### src/sv/tsmcd_pkg.sv
package tsmcd_pkg;

    localparam int MAX_SAMPLES = 1024;
    localparam int ADDR_W      = $clog2(MAX_SAMPLES);
    localparam int CNT_W       = $clog2(MAX_SAMPLES + 1);
    localparam int VALUE_W     = 32;
    localparam int LABEL_W     = 2;
    localparam int ENTRY_W     = VALUE_W + LABEL_W;
    localparam int PROD_W      = 2 * CNT_W;
    localparam int FRAC_W      = 16;
    localparam int DIFF_W      = FRAC_W + 1;
    localparam int NUM_W       = PROD_W + FRAC_W;
    localparam int OUT_DATA_W  = 48;

    localparam logic [LABEL_W-1:0] LABEL_CLASS_A = 2'd1;
    localparam logic [LABEL_W-1:0] LABEL_CLASS_B = 2'd0;

    typedef enum logic [3:0] {
        ST_LOAD,
        ST_PIVOT_RD,
        ST_PIVOT_LAT,
        ST_SCAN,
        ST_DRAIN,
        ST_MUL,
        ST_CMP,
        ST_DIV_START,
        ST_DIV_WAIT,
        ST_OUT
    } ctrl_state_t;

    typedef struct packed {
        logic start;
        logic done;
    } div_ctrl_t;

endpackage

### src/sv/tsmcd_divider.sv
module tsmcd_divider (
    input  logic                           aclk,
    input  logic                           aresetn,
    input  tsmcd_pkg::div_ctrl_t           ctrl_in,
    output tsmcd_pkg::div_ctrl_t           ctrl_out,
    input  logic [tsmcd_pkg::NUM_W-1:0]    num,
    input  logic [tsmcd_pkg::PROD_W-1:0]   den,
    output logic [tsmcd_pkg::DIFF_W-1:0]   quot
);
    import tsmcd_pkg::*;

    localparam int STEP_W = $clog2(NUM_W + 1);

    logic [PROD_W:0]   rem_reg, rem_next;
    logic [NUM_W-1:0]  num_reg, num_next;
    logic [NUM_W-1:0]  q_reg, q_next;
    logic [PROD_W-1:0] den_reg, den_next;
    logic [STEP_W-1:0] step_reg, step_next;
    logic              busy_reg, busy_next;
    logic              done_reg, done_next;
    logic [PROD_W:0]   trial;

    // one quotient bit per cycle, restoring
    always_comb begin
        rem_next  = rem_reg;
        num_next  = num_reg;
        q_next    = q_reg;
        den_next  = den_reg;
        step_next = step_reg;
        busy_next = busy_reg;
        done_next = 1'b0;
        trial     = {rem_reg[PROD_W-1:0], num_reg[NUM_W-1]};
        if (ctrl_in.start) begin
            rem_next  = '0;
            num_next  = num;
            q_next    = '0;
            den_next  = den;
            step_next = STEP_W'(NUM_W);
            busy_next = 1'b1;
        end else if (busy_reg) begin
            num_next = {num_reg[NUM_W-2:0], 1'b0};
            if (trial >= {1'b0, den_reg}) begin
                rem_next = trial - {1'b0, den_reg};
                q_next   = {q_reg[NUM_W-2:0], 1'b1};
            end else begin
                rem_next = trial;
                q_next   = {q_reg[NUM_W-2:0], 1'b0};
            end
            step_next = step_reg - 1'b1;
            if (step_reg == STEP_W'(1)) begin
                busy_next = 1'b0;
                done_next = 1'b1;
            end
        end
    end

    always_ff @(posedge aclk) begin
        if (!aresetn) begin
            busy_reg <= 1'b0;
            done_reg <= 1'b0;
            step_reg <= '0;
        end else begin
            busy_reg <= busy_next;
            done_reg <= done_next;
            step_reg <= step_next;
        end
        rem_reg <= rem_next;
        num_reg <= num_next;
        q_reg   <= q_next;
        den_reg <= den_next;
    end

    // clamp to 1.0
    always_comb begin
        if (q_reg > NUM_W'(1 << FRAC_W)) begin
            quot = DIFF_W'(1 << FRAC_W);
        end else begin
            quot = q_reg[DIFF_W-1:0];
        end
    end

    assign ctrl_out.start = busy_reg;
    assign ctrl_out.done  = done_reg;

endmodule

### config.mk
export PLATFORM = sky130hd
export DESIGN_NAME = tsmcd_divider
export DESIGN_NICKNAME = d
export VERILOG_FILES = /design/src/sv/tsmcd_pkg.sv /design/src/sv/tsmcd_divider.sv
export SDC_FILE = /design/constraint.sdc
export NUM_CORES = 1
export LEC_CHECK = 0
export BUFFER_PORTS_ARGS = -buffer_cell sky130_fd_sc_hd__buf_2
export CELL_PAD_IN_SITES_DETAIL_PLACEMENT = 0
export CELL_PAD_IN_SITES_GLOBAL_PLACEMENT = 1
export CORE_ASPECT_RATIO = 1.5
export CORE_MARGIN = 2
export CORE_UTILIZATION = 49
export DETAILED_ROUTE_END_ITERATION = 16
export PLACE_DENSITY_LB_ADDON = 0.1
export SLEW_MARGIN = 40
export SYNTH_ARGS = -nofsm -noshare
export SYNTH_HDL_FRONTEND = slang
export SYNTH_SLANG_ARGS = --single-unit
### constraint.sdc
create_clock -name aclk -period 5.55 [get_ports aclk]
set_input_delay 0.8325 -clock aclk [delete_from_list [all_inputs] [get_ports aclk]]
set_output_delay 0.8325 -clock aclk [all_outputs]
set_load 0.01 [all_outputs]
==> results.json, run 1 <==
{
  "status": "finished clean",
  "dr.pass1.iters": 4,
  "finalHoldViolCount": 0,
  "drive_gt1_share_pct": 24.5,
  "rows": 51,
  "grt_max_degree": 70,
  "cts_buffer_depth": 2,
  "path_clk_slew_ps": 60,
  "synth_edf_count": 60,
  "layout_commonest_cell": "buf_2",
  "max_freq_mhz": 304,
  "wl_per_cell_um": 15.8,
  "hp-class": "reg2reg",
  "globalplace.congestion": 0.866,
  "nets": 775,
  "cp_slowest_stage_delay_ps": 520,
  "grt_pass1_wl_um": 22200,
  "fp.dieW_um": 97.7,
  "end_kind": "output pin",
  "postRouteAntennaNets": 0,
  "postSynthCellCount": 613,
  "rsz0062_at_grt": "no",
  "worst_path_max_delay_cell": "or4_1",
  "seq_area_frac_synth_pct": 49.0,
  "port_buffers": 81,
  "cp.required_ps": 4720,
  "cp-start-kind": "flop",
  "area_delta_synth_final_pct": 15.8,
  "mostFrequentLayoutCells": "80 x buf_2, 75 x nor2_1, 67 x dfxtp_1",
  "worst_slew_pin_slew_ps": 730,
  "finalClockSkew_ps": 11.6,
  "cts_inserted_buffers": 17,
  "path_buf_inv": 1,
  "core_area_sq_um": 13000,
  "cp.arrival_ps": 2460,
  "reg2reg_from": "num_reg[37]$_DFFE_PP_",
  "synthArstFlopShare_pct": 0,
  "crit_family": "simple AND/OR/NAND/NOR gates",
  "power.density_nw_per_um2": 328,
  "drt_iter0_drc": 154,
  "startpoint": "q_reg[19]$_SDFFE_PP0P_",
  "yosysUniqueCellTypes": 63,
  "fin_setup_tns_ps": 0,
  "post-route-min-period_ps": 3290,
  "critical_path_class": "reg2out",
  "drv_cap": 0,
  "die-area_sq_um": 14100,
  "avgSynthCellArea_sq_um": 10.5,
  "reg2reg_to": "rem_reg[18]$_SDFFE_PP0P_",
  "maxSlewViolCount": 0,
  "multi_input_area_sq_um": 3000,
  "ff_latch_area_sq_um": 3170,
  "ys.flop_type": "dfxtp_1",
  "synth-warning-count": 0,
  "cp-endpoint": "quot[2]",
  "post_cts_resized": 0,
  "antenna_found_initial": 0,
  "cts_tree": "yes",
  "grt_overflow": 0,
  "clock-sinks": 128,
  "io_pins": 83,
  "holdWs_ps": 494,
  "reg2reg_depth": 11,
  "synth-seq-cells": 128,
  "synth_area_sq_um": 6450,
  "synth_nets": 702,
  "n_antenna_cell": 0,
  "slew_headroom_pct": 51.4,
  "drcViolationCount": 0,
  "vias_per_cell": 5.47,
  "cp_cell_sequence": "or4_1, nor4_1, a21boi_2, and2_1, buf_2",
  "vdd_drop_max_mv": 0.204,
  "holdBufCountCts": 0,
  "crit_cells": 5,
  "n_fill_cell": 1210,
  "post_cts_buffers": 0,
  "grt_usage_pct": 19.8,
  "grt_pass1_vias": 4702,
  "cp_max_fo": 16,
  "num_vias": 4691,
  "wirelength_um": 13500,
  "setup_viol": 0,
  "finalCritPeriodShare_pct": 59.4,
  "cts-root-buf": "clkbuf_16",
  "fp.dieH_um": 145,
  "hpwlAfterDp_um": 9250,
  "start_util_pct": 49.8,
  "htree_levels": 4,
  "r2r_setup_slack_ps": 2610,
  "clk_latency_ps": 420,
  "p_leak_nw": 3.12
}
-- layout make-up --
class | instances | area share (%)
sequential | 128 | 42.4
multi-input combinational | 418 | 40.1
timing repair buffer | 84 | 5.81
clock buffer | 18 | 5.74
tap | 159 | 2.66
inverter | 37 | 1.86
clock inverter | 14 | 1.46
-- cell usage after synthesis, types with 19 or more instances --
library cell | count | area [sq um]
dfxtp_1 | 68 | 1360
mux2i_1 | 37 | 370
ha_1 | 24 | 300
a21oi_1 | 24 | 120
edfxtp_1 | 60 | 1800
nand2_1 | 48 | 180
nor2_1 | 75 | 282
inv_1 | 37 | 139
mux2_2 | 37 | 417
and2_1 | 19 | 119
-- kinds of logic (layout without fill, tap and decap cells) --
logic type | count (synthesis) | after routing | share of synthesized area, %
compound gates | 100 | 100 | 11.3
xor+xnor | 21 | 21 | 2.85
fa+ha+maj | 25 | 25 | 4.96
buf+inv | 67 | 153 | 4.65
flops | 128 | 128 | 49.0
mux | 76 | 76 | 12.5
simple gates | 196 | 196 | 14.7
-- worst min-delay path by stage --
stage / cells past startpoint / from / slack (ps) / to
final: 2 / rem_reg[3]$_SDFFE_PP0P_ / 490 / rem_reg[4]$_SDFFE_PP0P_
after global routing: 2 / rem_reg[3]$_SDFFE_PP0P_ / 530 / rem_reg[4]$_SDFFE_PP0P_
after CTS: 2 / rem_reg[3]$_SDFFE_PP0P_ / 500 / rem_reg[4]$_SDFFE_PP0P_
after detailed placement: 2 / rem_reg[3]$_SDFFE_PP0P_ / 490 / rem_reg[4]$_SDFFE_PP0P_
after global placement: 2 / q_reg[37]$_SDFFE_PP0P_ / 480 / q_reg[37]$_SDFFE_PP0P_
after floorplan: 2 / q_reg[37]$_SDFFE_PP0P_ / 460 / q_reg[37]$_SDFFE_PP0P_
-- through the flow --
step / cells / setup WS [ps] / power, mW / instance area [sq um] / utilization (%)
floorplan: 613 / 2920 / 1.37 / 6450 / -
global placement: 826 / 2500 / 1.45 / 6930 / 53.5
detailed placement: 826 / 2400 / 1.45 / 6930 / 53.5
CTS: 858 / 1940 / 2.48 / 7460 / 57.6
global route: 858 / 2070 / 2.56 / 7470 / 57.7
finish: 858 / 2260 / 2.45 / 7470 / 57.7
-- metal layers --
layer / wire length [um] / track usage (%) / vias up
met5: 0 / 0 / -
met4: 241 / 6.87 / 0
met3: 354 / 4.98 / 21
met2: 7520 / 37.5 / 70
met1: 5410 / 21.3 / 2253
li1: - / - / 2347
-- worst min-delay path, stage by stage (launching register included) --
cell,delay (ps)
dfxtp_1,320
nand2_1,60
a311oi_1,70
-- report_power, final --
group / switching, mW / internal [mW]
registers: 0.0285 / 1.06
logic: 0.199 / 0.151
clock network: 0.438 / 0.576
Note: power is estimated with default switching activity, not from simulation.
==> run 2, diff against run 1 <==
- ABC_AREA: not set -> 1
- CORE_UTILIZATION: 49 -> 39
- clock period: 5.55 -> 2.75 ns (I/O delays scaled with it)
==> run 2 against run 1 <==
Against the previous run:
- first-iteration DRC count increased by 29%
- register-to-register slack lost 2100 ps
- count of clock-buffer cells in the layout grew 1
- cell area is 7.8% higher
- critical path depth up 1
- clock skew is 2.3 ps lower
- routed wire length grew 24%
- critical endpoint is now quot[5]
==> results.json, run 2 <==
{
  "status": "finished clean",
  "synth_top_area_cell": "edfxtp_1",
  "hpwlAfterDp_um": 12100,
  "synth_area_sq_um": 6830,
  "slew_headroom_pct": 58.8,
  "grt_pass1_wl_um": 27900,
  "num_vias": 5681,
  "n_fill_cell": 1839,
  "cp.arrival_ps": 1890,
  "ff_latch_area_sq_um": 3160,
  "synth_xor_xnor_area_share_pct": 1.03,
  "switching_share_pct": 25.3,
  "hp-class": "in2reg",
  "synth-adder-area-share_pct": 4.69,
  "mostFrequentLayoutCells": "299 x nand2_1, 155 x inv_1, 81 x buf_2",
  "htree_levels": 4,
  "synthSimpleGateAreaFrac_pct": 31.2,
  "port_buffers": 81,
  "ys.flop_type": "dfxtp_1",
  "finalClockSkew_ps": 9.26,
  "maxSlewViolCount": 0,
  "synth_nets": 991,
  "cts_inserted_buffers": 17,
  "synth_common_cells": "299 x nand2_1, 154 x inv_1, 68 x dfxtp_1, 67 x nor2_1, 60 x edfxtp_1",
  "grt_usage_pct": 18.7,
  "wirelength_um": 16700,
  "critical_path_class": "reg2out",
  "drive_gt1_share_pct": 15.4,
  "vias_per_cell": 4.71,
  "finalHoldViolCount": 0,
  "synth-warning-count": 0,
  "placed_area_sq_um": 7440,
  "fp.dieW_um": 112,
  "fin_setup_tns_ps": 0,
  "setup_viol": 0,
  "final_area_sq_um": 8050,
  "synth_top_family_by_area": "simple AND/OR/NAND/NOR gates",
  "synthArstFlopShare_pct": 0,
  "worst_slew_pin_slew_ps": 617,
  "synth_compound_area_share_pct": 5.68,
  "cp_slowest_stage_delay_ps": 390,
  "cts_tree": "yes",
  "yosysUniqueCellTypes": 38,
  "max_freq_mhz": 433,
  "core_area_sq_um": 17300,
  "netlist_top_cells_area": "edfxtp_1 26%, dfxtp_1 20%, nand2_1 16%, inv_1 8.5%, ha_1 4.4%",
  "cp_max_fo": 16,
  "wl_per_cell_um": 13.9,
  "combPwrFrac_pct": 8.5,
  "post-route-min-period_ps": 2310,
  "cp.required_ps": 2340,
  "rsz0062_at_grt": "no",
  "post_cts_buffers": 0,
  "clk_latency_ps": 420,
  "synthMuxAreaShare_pct": 0,
  "synth_edf_count": 60,
  "p_leak_nw": 4.05,
  "holdBufCountCts": 0,
  "pwr-share-seq_pct": 43.9,
  "path_clk_slew_ps": 60,
  "internal_power_mw": 3.63,
  "io_pins": 83,
  "nets": 1069,
  "area_delta_synth_final_pct": 17.9,
  "grt_pass1_vias": 5807,
  "seq_area_frac_synth_pct": 46.3,
  "power.density_nw_per_um2": 604,
  "finalCritPeriodShare_pct": 83.9,
  "cp-start-kind": "flop",
  "drt_iter0_drc": 199,
  "grt_overflow": 0,
  "worst_path_max_delay_cell": "nor4_1",
  "cp_cell_sequence": "inv_1, nand4_1, nor4_1, o21ai_2, nor2_1, buf_2",
  "avgSynthCellArea_sq_um": 7.57,
  "layout_commonest_cell": "nand2_1",
  "drv_cap": 0,
  "start_util_pct": 39.5,
  "post_cts_resized": 0,
  "grt_max_degree": 54,
  "cts_buffer_depth": 2,
  "globalplace.congestion": 0.861,
  "yosysTopAreaCellShare_pct": 26.4,
  "postSynthCellCount": 902,
  "clock-sinks": 128,
  "synth-seq-cells": 128,
  "end_kind": "output pin",
  "power_frac_clock_pct": 47.6,
  "fp.dieH_um": 166,
  "postRouteAntennaNets": 0,
  "vdd_drop_max_mv": 0.439,
  "dr.pass1.iters": 4,
  "yosysMostFrequentCell": "nand2_1",
  "multi_input_area_sq_um": 2910,
  "switchingPower_mw": 1.23,
  "holdWs_ps": 170,
  "n_antenna_cell": 0,
  "die-area_sq_um": 18600,
  "drcViolationCount": 0,
  "antenna_found_initial": 0,
  "cts-root-buf": "clkbuf_16",
  "rows": 59
}
-- run 2: power by group through the flow --
stage | logic, mW | registers (mW) | clock network [mW]
CTS | 0.423 | 2.13 | 2.38
detailed placement | 0.420 | 2.18 | 0
finish | 0.414 | 2.13 | 2.31
floorplan | 0.277 | 2.17 | 0
global route | 0.474 | 2.14 | 2.46
global placement | 0.421 | 2.17 | 0
-- run 2: cells by family (layout without fill, tap and decap cells) --
| group | after synthesis | in the layout |
|---|---|---|
| AOI/OAI and AO/OA | 66 | 66 |
| DFF | 128 | 128 |
| buffers and inverters | 190 | 281 |
| xor gates and xnor gates | 8 | 8 |
| adders and majority gates | 25 | 25 |
| and+or+nand+nor | 485 | 485 |
-- run 2: worst paths after layout --
path                                              from  slack, ps                  endpoint  cells past startpoint
worst min-delay path                           den[18]        170     den_reg[18]$_DFFE_PP_                      1
worst max register to register    den_reg[2]$_DFFE_PP_        490  rem_reg[17]$_SDFFE_PP0P_                     14
worst min register to register  q_reg[37]$_SDFFE_PP0P_        490    q_reg[37]$_SDFFE_PP0P_                      2
worst max-delay path             q_reg[0]$_SDFFE_PP0P_        440                   quot[5]                      6
-- run 2: through the flow --
step | setup WS (ps) | util (%) | power [mW] | instances
2_1_floorplan | 328 | - | 2.44 | 902
3_3_place_gp | 469 | 43.1 | 2.59 | 1174
3_5_place_dp | 464 | 43.1 | 2.60 | 1174
4_1_cts | 394 | 46.6 | 4.93 | 1206
5_1_grt | 246 | 46.6 | 5.08 | 1206
6_report | 443 | 46.6 | 4.86 | 1206
-- run 2: worst max-delay path, delay by kind of cell (launching register included) --
kind	cells	cell delay [ps]
AO/OA/AOI/OAI	1	250
buffers and inverters	2	290
flip-flops	1	290
AND/OR/NAND/NOR	3	640
-- run 2: layer usage --
metal | vias up | global-route usage, % | part of all wire (%)
met4 | 0 | 7.37 | 2.2
met1 | 2547 | 20.6 | 41
met5 | - | 0 | 0
li1 | 3029 | - | -
met3 | 22 | 3.65 | 2.8
met2 | 83 | 34.9 | 54
-- run 2: cell type report --
type	count	share of cell area, %
flip-flops and latches	128	39.3
multi-input cells	584	36.2
inverters	158	7.36
repair buffers	91	6.28
clock buffers	19	5.90
well taps	213	3.31
clock inverters	13	1.68
